<file path="src/rtl/sktc_pkg.sv">
`default_nettype none
// ----------------------------------------------------------------------------
// sktc_pkg
// Shared types, constants and the kana tile mapping for the Shift-JIS to
// tile code converter.
// ----------------------------------------------------------------------------
package sktc_pkg;

    localparam int POS_BITS_DEF = 16;
    localparam int QUEUE_DEPTH  = 2;
    localparam int QPTR_BITS    = $clog2(QUEUE_DEPTH);

    typedef enum logic [1:0] {
        ST_CHAR = 2'd0,
        ST_END  = 2'd1,
        ST_ERR  = 2'd2
    } status_t;

    typedef struct packed {
        logic [7:0]  code;
        status_t     status;
        logic [15:0] error_pos;
    } result_t;

    typedef struct packed {
        logic       valid;
        logic [7:0] code;
    } tile_t;

    localparam logic [7:0] LEAD_HIRA = 8'h82;
    localparam logic [7:0] LEAD_KATA = 8'h83;
    localparam logic [7:0] LEAD_YEN  = 8'h89;
    localparam logic [7:0] TRAIL_YEN = 8'h7e;
    localparam logic [7:0] TILE_YEN  = 8'h5f;

    // (v - 0x2e) / 3 for the ka-to-to range, q in 0..14
    function automatic logic [7:0] div3_small(input logic [7:0] q);
        logic [7:0] r;
        begin
            if (q < 8'd3)
                r = 8'd0;
            else if (q < 8'd6)
                r = 8'd1;
            else if (q < 8'd9)
                r = 8'd2;
            else if (q < 8'd12)
                r = 8'd3;
            else
                r = 8'd4;
            return r;
        end
    endfunction

    function automatic tile_t kana_tile(input logic [7:0] t, input logic hira);
        logic [7:0] base;
        logic [7:0] first;
        logic [7:0] tt;
        logic [7:0] v;
        logic [7:0] w;
        tile_t      res;
        begin
            base  = hira ? 8'hc0 : 8'h80;
            first = hira ? 8'h9f : 8'h40;
            tt    = (t >= 8'h7f && t <= 8'h96) ? t - 8'd1 : t;
            v     = tt - first;
            w     = 8'd0;
            res.valid = 1'b1;
            res.code  = 8'd0;
            if (v <= 8'h09) begin
                res.code = (v >> 1) + base + (v[0] ? 8'h11 : 8'h07);
            end
            else if (v >= 8'h0a && v <= 8'h28) begin
                if (v == 8'h22) begin
                    res.code = base + 8'h0f;
                end
                else begin
                    w = (v > 8'h22) ? v - 8'd1 : v;
                    res.code = ((w - 8'h0a) >> 1) + base + 8'h16;
                end
            end
            else if (v >= 8'h29 && v <= 8'h2d) begin
                res.code = (v - 8'h29) + base + 8'h25;
            end
            else if (v >= 8'h3d && v <= 8'h41) begin
                res.code = (v - 8'h3d) + base + 8'h2f;
            end
            else if (v >= 8'h49 && v <= 8'h4d) begin
                res.code = (v - 8'h49) + base + 8'h37;
            end
            else if (v >= 8'h2e && v <= 8'h3c) begin
                res.code = div3_small(v - 8'h2e) + base + 8'h2a;
            end
            else if (v >= 8'h42 && v <= 8'h48) begin
                res.code = (v >> 1) + base + (v[0] ? 8'h34 : 8'h0d) - 8'h21;
            end
            else if (v == 8'h4e) begin
                res.code = base + 8'h3c;
            end
            else if (v == 8'h52) begin
                res.code = base + 8'h3d;
            end
            else if (v == 8'h51) begin
                res.code = base + 8'h06;
            end
            else begin
                res.valid = 1'b0;
            end
            return res;
        end
    endfunction

    function automatic tile_t pair_tile(input logic [7:0] lead, input logic [7:0] t);
        tile_t res;
        begin
            res.valid = 1'b0;
            res.code  = 8'd0;
            if (lead == LEAD_HIRA && t >= 8'h9f && t <= 8'hf1)
                res = kana_tile(t, 1'b1);
            else if (lead == LEAD_KATA && t >= 8'h40 && t <= 8'h96)
                res = kana_tile(t, 1'b0);
            else if (lead == LEAD_YEN && t == TRAIL_YEN) begin
                res.valid = 1'b1;
                res.code  = TILE_YEN;
            end
            return res;
        end
    endfunction

endpackage
`default_nettype wire

</file>
<file path="src/rtl/sjis_kana_to_tile_code_top.sv">
`default_nettype none
// ----------------------------------------------------------------------------
// sjis_kana_to_tile_code_top
// Shift-JIS kana byte stream to 8-bit tile code converter.
// ----------------------------------------------------------------------------
// One byte is accepted per cycle while the queue is not full. A classifier
// maps ASCII, hiragana, katakana and the yen kanji pair in the accepting
// cycle and writes at most one result word into a two-entry queue; the
// output register drains the queue one word per cycle, so with the sink
// ready the sustained rate is one byte per clock. Newlines and lead bytes
// give no word. After an error word the block ignores all input until
// reset.
module sjis_kana_to_tile_code_top
    import sktc_pkg::*;
#(
    parameter int POS_BITS = POS_BITS_DEF
) (
    input  wire logic        clk,
    input  wire logic        rst_n,
    input  wire logic        s_tvalid,
    output logic             s_tready,
    input  wire logic [7:0]  s_tdata,    // in_byte[7:0]
    output logic             m_tvalid,
    input  wire logic        m_tready,
    output logic [23:0]      m_tdata,    // code[7:0], error_pos[23:8]
    output logic [1:0]       m_tuser     // status[1:0]
);

    logic    q_full;
    logic    push;
    result_t push_data;
    logic    q_valid;
    result_t q_data;
    logic    q_pop;

    sktc_front #(
        .POS_BITS (POS_BITS)
    ) u_front (
        .clk       (clk),
        .rst_n     (rst_n),
        .s_tvalid  (s_tvalid),
        .s_tready  (s_tready),
        .s_tdata   (s_tdata),
        .q_full    (q_full),
        .push      (push),
        .push_data (push_data)
    );

    sktc_queue u_queue (
        .clk       (clk),
        .rst_n     (rst_n),
        .push      (push),
        .push_data (push_data),
        .full      (q_full),
        .q_valid   (q_valid),
        .q_data    (q_data),
        .pop       (q_pop)
    );

    sktc_back u_back (
        .clk      (clk),
        .rst_n    (rst_n),
        .q_valid  (q_valid),
        .q_data   (q_data),
        .q_pop    (q_pop),
        .m_tvalid (m_tvalid),
        .m_tready (m_tready),
        .m_tdata  (m_tdata),
        .m_tuser  (m_tuser)
    );

endmodule
`default_nettype wire

</file>
<file path="src/rtl/sktc_front.sv">
`default_nettype none
// ----------------------------------------------------------------------------
// sktc_front
// Accepts input bytes, tracks lead byte, position and halt, and classifies
// each byte into at most one result word for the queue.
// ----------------------------------------------------------------------------
module sktc_front
    import sktc_pkg::*;
#(
    parameter int POS_BITS = POS_BITS_DEF
) (
    input  wire logic       clk,
    input  wire logic       rst_n,
    input  wire logic       s_tvalid,
    output logic            s_tready,
    input  wire logic [7:0] s_tdata,     // in_byte[7:0]
    input  wire logic       q_full,
    output logic            push,
    output result_t         push_data
);

    logic                lead_pending_reg, lead_pending_next;
    logic [7:0]          lead_byte_reg, lead_byte_next;
    logic [POS_BITS-1:0] pos_reg, pos_next;
    logic                halted_reg, halted_next;

    logic                accept;
    logic [7:0]          b;
    logic [POS_BITS+15:0] pos_ext;
    tile_t               pt;

    assign s_tready = !q_full;
    assign accept   = s_tvalid && s_tready;
    assign b        = s_tdata;
    assign pos_ext  = {16'd0, pos_reg};
    assign pt       = pair_tile(lead_byte_reg, b);

    always_comb
    begin
        lead_pending_next = lead_pending_reg;
        lead_byte_next    = lead_byte_reg;
        pos_next          = pos_reg;
        halted_next       = halted_reg;
        push              = 1'b0;
        push_data.code      = 8'd0;
        push_data.status    = ST_CHAR;
        push_data.error_pos = 16'd0;
        if (accept && !halted_reg) begin
            if (lead_pending_reg) begin
                lead_pending_next = 1'b0;
                push = 1'b1;
                if (pt.valid) begin
                    pos_next       = pos_reg + 1'b1;
                    push_data.code = pt.code;
                end
                else begin
                    halted_next         = 1'b1;
                    push_data.status    = ST_ERR;
                    push_data.error_pos = pos_ext[15:0];
                end
            end
            else if (b == 8'h00) begin
                pos_next         = '0;
                push             = 1'b1;
                push_data.status = ST_END;
            end
            else if (b == 8'h0a) begin
                pos_next = pos_reg + 1'b1;
            end
            else if (b >= 8'h20 && b <= 8'h7d) begin
                pos_next       = pos_reg + 1'b1;
                push           = 1'b1;
                push_data.code = b - 8'h20;
            end
            else if (b >= 8'h81 && b <= 8'h9f) begin
                lead_pending_next = 1'b1;
                lead_byte_next    = b;
                pos_next          = pos_reg + 1'b1;
            end
            else begin
                halted_next         = 1'b1;
                push                = 1'b1;
                push_data.status    = ST_ERR;
                push_data.error_pos = pos_ext[15:0];
            end
        end
    end

    always_ff @(posedge clk or negedge rst_n)
    begin
        if (!rst_n) begin
            lead_pending_reg <= 1'b0;
            lead_byte_reg    <= 8'd0;
            pos_reg          <= '0;
            halted_reg       <= 1'b0;
        end
        else begin
            lead_pending_reg <= lead_pending_next;
            lead_byte_reg    <= lead_byte_next;
            pos_reg          <= pos_next;
            halted_reg       <= halted_next;
        end
    end

endmodule
`default_nettype wire

</file>
<file path="src/rtl/sktc_queue.sv">
`default_nettype none
// ----------------------------------------------------------------------------
// sktc_queue
// Short FIFO of result words between the classifier and the output stage.
// ----------------------------------------------------------------------------
module sktc_queue
    import sktc_pkg::*;
(
    input  wire logic    clk,
    input  wire logic    rst_n,
    input  wire logic    push,
    input  wire result_t push_data,
    output logic         full,
    output logic         q_valid,
    output result_t      q_data,
    input  wire logic    pop
);

    result_t                entries [QUEUE_DEPTH];
    logic [QPTR_BITS-1:0]   wr_ptr_reg, wr_ptr_next;
    logic [QPTR_BITS-1:0]   rd_ptr_reg, rd_ptr_next;
    logic [QPTR_BITS:0]     count_reg, count_next;
    logic                   do_push, do_pop;

    function automatic logic [QPTR_BITS-1:0] ptr_inc(input logic [QPTR_BITS-1:0] p);
        logic [QPTR_BITS-1:0] r;
        begin
            if (p == QPTR_BITS'(QUEUE_DEPTH - 1))
                r = '0;
            else
                r = p + 1'b1;
            return r;
        end
    endfunction

    assign full    = (count_reg == (QPTR_BITS+1)'(QUEUE_DEPTH));
    assign q_valid = (count_reg != '0);
    assign q_data  = entries[rd_ptr_reg];
    assign do_push = push && !full;
    assign do_pop  = pop && q_valid;

    always_comb
    begin
        wr_ptr_next = do_push ? ptr_inc(wr_ptr_reg) : wr_ptr_reg;
        rd_ptr_next = do_pop  ? ptr_inc(rd_ptr_reg) : rd_ptr_reg;
        count_next  = count_reg;
        if (do_push && !do_pop)
            count_next = count_reg + 1'b1;
        else if (do_pop && !do_push)
            count_next = count_reg - 1'b1;
    end

    always_ff @(posedge clk or negedge rst_n)
    begin
        if (!rst_n) begin
            wr_ptr_reg <= '0;
            rd_ptr_reg <= '0;
            count_reg  <= '0;
        end
        else begin
            wr_ptr_reg <= wr_ptr_next;
            rd_ptr_reg <= rd_ptr_next;
            count_reg  <= count_next;
        end
    end

    always_ff @(posedge clk)
    begin
        if (do_push)
            entries[wr_ptr_reg] <= push_data;
    end

endmodule
`default_nettype wire

</file>
<file path="src/rtl/sktc_back.sv">
`default_nettype none
// ----------------------------------------------------------------------------
// sktc_back
// Output stage: pulls result words from the queue into the output register
// and presents them on the master stream.
// ----------------------------------------------------------------------------
module sktc_back
    import sktc_pkg::*;
(
    input  wire logic        clk,
    input  wire logic        rst_n,
    input  wire logic        q_valid,
    input  wire result_t     q_data,
    output logic             q_pop,
    output logic             m_tvalid,
    input  wire logic        m_tready,
    output logic [23:0]      m_tdata,    // code[7:0], error_pos[23:8]
    output logic [1:0]       m_tuser     // status[1:0]
);

    logic       valid_reg, valid_next;
    result_t    data_reg;
    logic       load;

    assign load       = q_valid && (!valid_reg || m_tready);
    assign q_pop      = load;
    assign valid_next = load ? 1'b1 : (m_tready ? 1'b0 : valid_reg);

    assign m_tvalid = valid_reg;
    assign m_tdata  = {data_reg.error_pos, data_reg.code};
    assign m_tuser  = data_reg.status;

    always_ff @(posedge clk or negedge rst_n)
    begin
        if (!rst_n)
            valid_reg <= 1'b0;
        else
            valid_reg <= valid_next;
    end

    always_ff @(posedge clk)
    begin
        if (load)
            data_reg <= q_data;
    end

endmodule
`default_nettype wire

</file>
<file path="config.mk">
export PLATFORM = sky130hd
export DESIGN_NAME = sjis_kana_to_tile_code_top
export DESIGN_NICKNAME = d
export VERILOG_FILES = /design/src/rtl/sktc_pkg.sv /design/src/rtl/sjis_kana_to_tile_code_top.sv /design/src/rtl/sktc_front.sv /design/src/rtl/sktc_queue.sv /design/src/rtl/sktc_back.sv
export SDC_FILE = /design/constraint.sdc
export NUM_CORES = 1
export LEC_CHECK = 0
export BUFFER_PORTS_ARGS = -buffer_cell sky130_fd_sc_hd__buf_4
export CAP_MARGIN = 20
export CELL_PAD_IN_SITES_DETAIL_PLACEMENT = 0
export CELL_PAD_IN_SITES_GLOBAL_PLACEMENT = 1
export CORE_ASPECT_RATIO = 1.4
export CORE_UTILIZATION = 50
export CTS_BUF_LIST = sky130_fd_sc_hd__clkbuf_16
export DETAILED_ROUTE_END_ITERATION = 10
export GPL_TIMING_DRIVEN = 0
export PLACE_DENSITY = 0.86
export SYNTH_ARGS = -nofsm -noshare
export SYNTH_HDL_FRONTEND = slang
export SYNTH_SLANG_ARGS = --single-unit
</file>
<file path="constraint.sdc">
create_clock -name clk -period 4.1 [get_ports clk]
set_clock_uncertainty 0.05 [all_clocks]
set_input_delay 0.205 -clock clk [delete_from_list [all_inputs] [get_ports clk]]
set_output_delay 0.205 -clock clk [all_outputs]
set_load 0.02 [all_outputs]
</file>
==> results of run 1 <==
## final timing paths
kind                                           from                       end  slack, ps  depth (start not counted)
max                                      s_tdata[5]    u_queue.entries[0][21]      -1050                         28
min                                        m_tready           u_back.m_tvalid        130                          3
min in group asynchronous                     rst_n       u_front.pos_reg[14]        290                          2
min reg2reg                u_front.lead_byte_reg[7]  u_front.lead_byte_reg[7]        420                          1
max in group asynchronous                     rst_n        u_front.pos_reg[2]       3400                          2
max reg2reg                u_front.lead_byte_reg[2]       u_front.pos_reg[13]        510                         12
## kinds of logic (layout without fill, tap and decap cells)
| kind of cell | count (synthesis) | count (layout) | share of synthesized area |
|---|---|---|---|
| and+or+nand+nor | 389 | 389 | 0.211 |
| AOI/OAI and AO/OA | 287 | 287 | 0.213 |
| DFF | 109 | 109 | 0.326 |
| buffers and inverters | 99 | 287 | 0.0437 |
| xor gates and xnor gates | 70 | 70 | 0.0641 |
| adders and majority gates | 67 | 67 | 0.0905 |
| muxes | 46 | 46 | 0.0526 |
## per-layer routing
| layer | wire length (um) | share of wire | global-route usage | vias up |
|---|---|---|---|---|
| met4 | 3510 | 0.093 | 0.280 | 0 |
| met3 | 1930 | 0.051 | 0.0275 | 207 |
| li1 | - | - | - | 4363 |
| met5 | 0 | 0 | 0 | - |
| met2 | 19300 | 0.51 | 0.657 | 553 |
| met1 | 12900 | 0.34 | 0.376 | 4740 |
## what timing repair did
| action | 4_1_cts | 5_1_grt |
|---|---|---|
| hold buffers | 1 | 0 |
| resized for setup | 110 | 192 |
| endpoints found under the setup margin | 67 | 67 |
| pin swaps | 37 | 74 |
| buffers inserted | 58 | 77 |
| cloned | 0 | 4 |
| endpoints found under the hold margin | 31 | 0 |
## power breakdown
part           switching (mW)  internal, mW
Combinational            1.49          1.16
Clock                   0.370         0.465
Sequential              0.123          1.46
Total                    1.99          3.08
## layout make-up
type	count	area, um2
buffer	45	342
timing repair buffer	178	1600
fill	1359	5290
clock buffer	9	225
clock inverter	7	57.6
sequential	109	3120
inverter	48	248
tap	244	305
multi-input combinational	859	7490
## layout by cell type (no fill, tap or decap), drive strengths merged, types with 6 or more instances in the layout
cell	count
a211oi	11
a21o	17
a21oi	55
a31oi	21
and2	29
and3	17
and4	9
buf	198
clkbuf	32
clkinv	6
dfrtp	31
edfxtp	78
ha	62
inv	45
mux2	34
mux2i	12
nand2	74
nand3	38
nand4	18
nor2	103
nor2b	11
nor3	35
nor4	17
o211ai	8
o21ai	65
o21bai	7
o22ai	12
o31a	6
o31ai	12
or2	8
or3	6
xnor2	54
xor2	16
## critical path: stages
cell and delay, ps:
buf_12 110, buf_12 120, clkinv_8 40, ha_4 130, nor3b_4 280, nor2_4 70, nor4b_4 370, xor2_4 360
buf_6 170, ha_4 190, nand3_4 130, xnor2_4 250, ha_4 200, inv_4 40, o21ai_4 210, nor2_1 70
o21ai_1 120, a221o_1 220, o211a_1 190, buf_6 140, mux2i_4 290, a211oi_2 120, xnor2_1 280, ha_2 280
xor2_2 150, xnor2_1 140, and3_4 210, o31ai_4 70
## through the flow
stage | hold WS (ps) | total power, mW
6_report | 126 | 5.07
5_1_grt | 148 | 5.28
4_1_cts | 125 | 4.60
3_5_place_dp | 119 | 3.60
3_3_place_gp | 127 | 3.54
2_1_floorplan | -141 | 2.97
==> results.cfg, run 1 <==
[global_route]
grt_usage = 0.359
grt-ovfl-total = 0
grt_pass1_wl_um = 53900
grt_max_degree = 32
grt_pass1_vias = 9535
antenna_found_initial = 0

[timing]
worst_pin_slew_ps = 1190
period_share = 1.26
relSlewSlack = 0.201
fin_ws_ps = -1050
fin_tns_setup_ps = -49040
setup_viol = 67
drv_slew = 0
finalCriticalPeriod_ps = 5150
grt_setup_unrepaired = true
clock.fmax_mhz = 194
finalHoldViolations = 0

[floorplanning]
start_util = 0.512
dieArea_um2 = 19700
die_w_um = 119
ioPinCount = 40
core_region_area_um2 = 18700
die_height_um = 166
core.rowCount = 59

[drt]
wl_per_cell_um = 25.1
routed_wl_um = 37600
drc = 0
vias = 9863
firstDrtPassIters = 5
dr.first_iter.drc_count = 836
ant_nets = 0
vias_per_cell = 6.58

[cts]
clock_latency_ps = 340
cts.path.max_buffers = 2
tritoncts = yes
clk_pin_slew_ps = 70
cts-root-buf = clkbuf_16
cts.sinks = 109
cts_made_buffers = 9
h-tree-depth = 3

[synth]
ys_top_cells_by_count = nor2_1 (101), edfxtp_1 (78), nand2_1 (72)
synth_area_leader_cell = edfxtp_1
synthArstFlopShare = 0.284
synth_warnings = 0
ys.flop_type = edfxtp_1
yosysTopAreaCellShare = 0.245
synth_edf_count = 78
synth_area_leaders = edfxtp_1 (24%), dfrtp_1 (8.1%), ha_1 (8.1%), xnor2_1 (4.9%), mux2_2 (4.0%)
ys_seq_area_frac = 0.326
synth_cell_types = 96
synth-seq-cells = 109
syn_avg_cell_area_um2 = 8.97
syn_area_um2 = 9570
yosysMostFrequentCell = nor2_1
postSynthNetCount = 1145
syn_inst = 1067

[final_layout]
drive_gt1_frac = 0.399
instances_no_fill = 1499
area_delta_synth_final_pct = 39.9
n_antenna_cell = 0
largest_register_ffs = 52
layout.nets = 1328
final_util = 0.717
fin_area_um2 = 13400

[hold_path]
min_path_type = input port to flop

[placed_design]
place_area_um2 = 10700
pre_cts_ws_ps = -2210
dp_hpwl_um = 25600
gp_congestion = 0.999
port_buffers = 37
place_inst = 1351

[setup_path]
critPathMaxFanout = 5
arrival_ps = 5180
start_kind = input port
worstSetupPathType = input port to flop
cp-end-kind = flop
cp.required_ps = 4140

[power]
power_density_nw_per_um2 = 378
vdd_drop_max_mv = 0.238
cellLeakagePower_nw = 5.17

[run_status]
status = finished, violations left
violations = setup timing

[run]
maxCapViolCount = 0
(Power assumes the default switching activity.)
==> inputs of run 2 (changes only) <==
- CORE_MARGIN: not set -> 2
- CORE_UTILIZATION: 50 -> 53
- PLACE_DENSITY: 0.86 -> 0.9
==> run 2 against run 1 <==
Setup slack better by 180 ps. The run still ends with setup timing left. Largest cell class unchanged. Wire length down 9.2%. Combinational power down 6%. Sequential share of layout area up 1.1 points. Fmax up 3.7%. Critical path depth down 3. Cell area down 4.4%. Critical path type unchanged.
==> results.cfg, run 2 (synthesized netlist as in run 1, its figures left out) <==
[final_layout]
n_antenna_cell = 0
drive_gt1_frac = 0.356
area_delta_synth_final_pct = 33.8
final_cell_mix = buf_4 (130), nor2_1 (92), edfxtp_1 (78)
regArea_um2 = 3120
multi_input_area_um2 = 7230
mostFrequentLayoutCell = buf_4
fillers = 1315
largest_register_ffs = 52
fin_area_um2 = 12800
layout.nets = 1296

[drt]
drc = 0
wl_per_cell_um = 23.3
routed_wl_um = 34100
vias_per_cell = 6.61
firstDrtPassIters = 10
vias = 9673
ant_nets = 0
dr.first_iter.drc_count = 1141

[setup_path]
r2r-start = u_front.lead_byte_reg[2]
critPathMaxFanout = 7
rr_worst_depth = 14
critPathCapture = u_front.pos_reg[12]
slowest_stage = a2111o_1
crit_top_cell = buf_6
crit_path_max_incr_delay_ps = 530
cp-end-kind = flop
worstSetupStartpoint = s_tdata[5]
rrSetupSlack_ps = 330
start_kind = input port
worstSetupPathType = input port to flop
cp.required_ps = 4260
arrival_ps = 5130
rr_endpoint = u_front.pos_reg[12]

[timing]
clock.fmax_mhz = 201
grt_setup_unrepaired = true
relSlewSlack = 0.307
period_share = 1.21
finalHoldViolations = 0
finalCriticalPeriod_ps = 4960
drv_slew = 0
setup_viol = 67
worst_pin_slew_ps = 1040
hold_ws_ps = 85.4
fin_ws_ps = -864

[power]
switching_share = 0.391
power_frac_comb = 0.501
vdd_drop_max_mv = 0.232
p_sw_mw = 1.93
clkPwrFrac = 0.179
power_density_nw_per_um2 = 386
p_seq_frac = 0.320
intPower_mw = 3.01
cellLeakagePower_nw = 4.90
power.total_mw = 4.94

[placed_design]
place_area_um2 = 10700
port_buffers = 37
pre_cts_ws_ps = -2230
dp_hpwl_um = 23700
gp_congestion = 1.01

[global_route]
grt_pass1_vias = 9119
grt_usage = 0.339
antenna_found_initial = 0
grt_pass1_wl_um = 50600
grt-ovfl-total = 0
grt_max_degree = 32

[floorplanning]
core_region_area_um2 = 17900
dieArea_um2 = 19200
start_util = 0.536
die_height_um = 163
core.rowCount = 58
ioPinCount = 40
die_w_um = 118

[run_status]
status = finished, violations left
violations = setup timing

[run]
maxCapViolCount = 0

[cts]
cts-root-buf = clkbuf_16
clk_pin_slew_ps = 80
tritoncts = yes
cts.path.max_buffers = 2
cts_made_buffers = 9
cts.sinks = 109
h-tree-depth = 3
clock_latency_ps = 350

[hold_path]
holdPathStages = 3
min_path_type = input port to flop
## run 2: changes by cell type in the layout (fill, tap and decap cells not counted), sizes merged
cell	delta
inv	+3
clkdlybuf4s15	-1
clkbuf	+2
buf	-33
clkinv	-4
clkinvlp	+1
## run 2: layout make-up
type                    count  area share
repair buffers            145      0.0978
flip-flops and latches    109       0.244
clock buffers               9      0.0176
clock inverters             7     0.00635
plain buffers              46      0.0275
inverters                  48      0.0190
well taps                 240      0.0235
multi-input cells         859       0.565
## run 2: what timing repair did
item                       in CTS  in global routing
hold buffers                    1                  0
setup endpoints to repair      67                 67
hold endpoints to repair       31                  0
setup buffers                  62                 41
gates resized for setup       117                100
cloned                          0                  1
pin swaps                      47                 62
## run 2: how the worst min path moves through the flow
stage | start | to | slack (ps)
6_report | m_tready | u_back.m_tvalid | 90
5_1_grt | m_tready | u_back.m_tvalid | 90
4_1_cts | m_tready | u_back.m_tvalid | 80
3_5_place_dp | rst_n | u_front.pos_reg[15] | 130
3_3_place_gp | rst_n | u_front.pos_reg[15] | 120
2_1_floorplan | rst_n | u_back.m_tvalid | -140
## run 2: power groups by stage
stage	registers, mW	logic (mW)	clock network (mW)
detailed placement	1.59	1.99	0
finish	1.58	2.48	0.884
global route	1.60	2.62	0.931
global placement	1.58	1.94	0
CTS	1.58	2.21	0.892
floorplan	1.70	1.27	0
## run 2: critical path: cells and delay by family
family	cells	cell delay, ps
and+or+nand+nor	8	1760
buffers and inverters	8	940
xor gates and xnor gates	2	480
adders and majority gates	2	300
AOI/OAI and AO/OA	5	1410
## run 2: through the flow
step                      instances  utilization  setup TNS [ps]
final                          1463        0.717          -43120
after global routing           1463        0.717          -49650
after CTS                      1422        0.673          -35600
after detailed placement       1347        0.601         -107370
after global placement         1344        0.598         -126860
after floorplan                1067            -          -21390
## run 2: layer usage
layer  track usage  routed length, um  vias up
met4         0.229               2860        0
met2         0.616              17000      545
met3        0.0340               1950      185
met5             0                  0        -
met1         0.375              12300     4654
li1              -                  -     4289
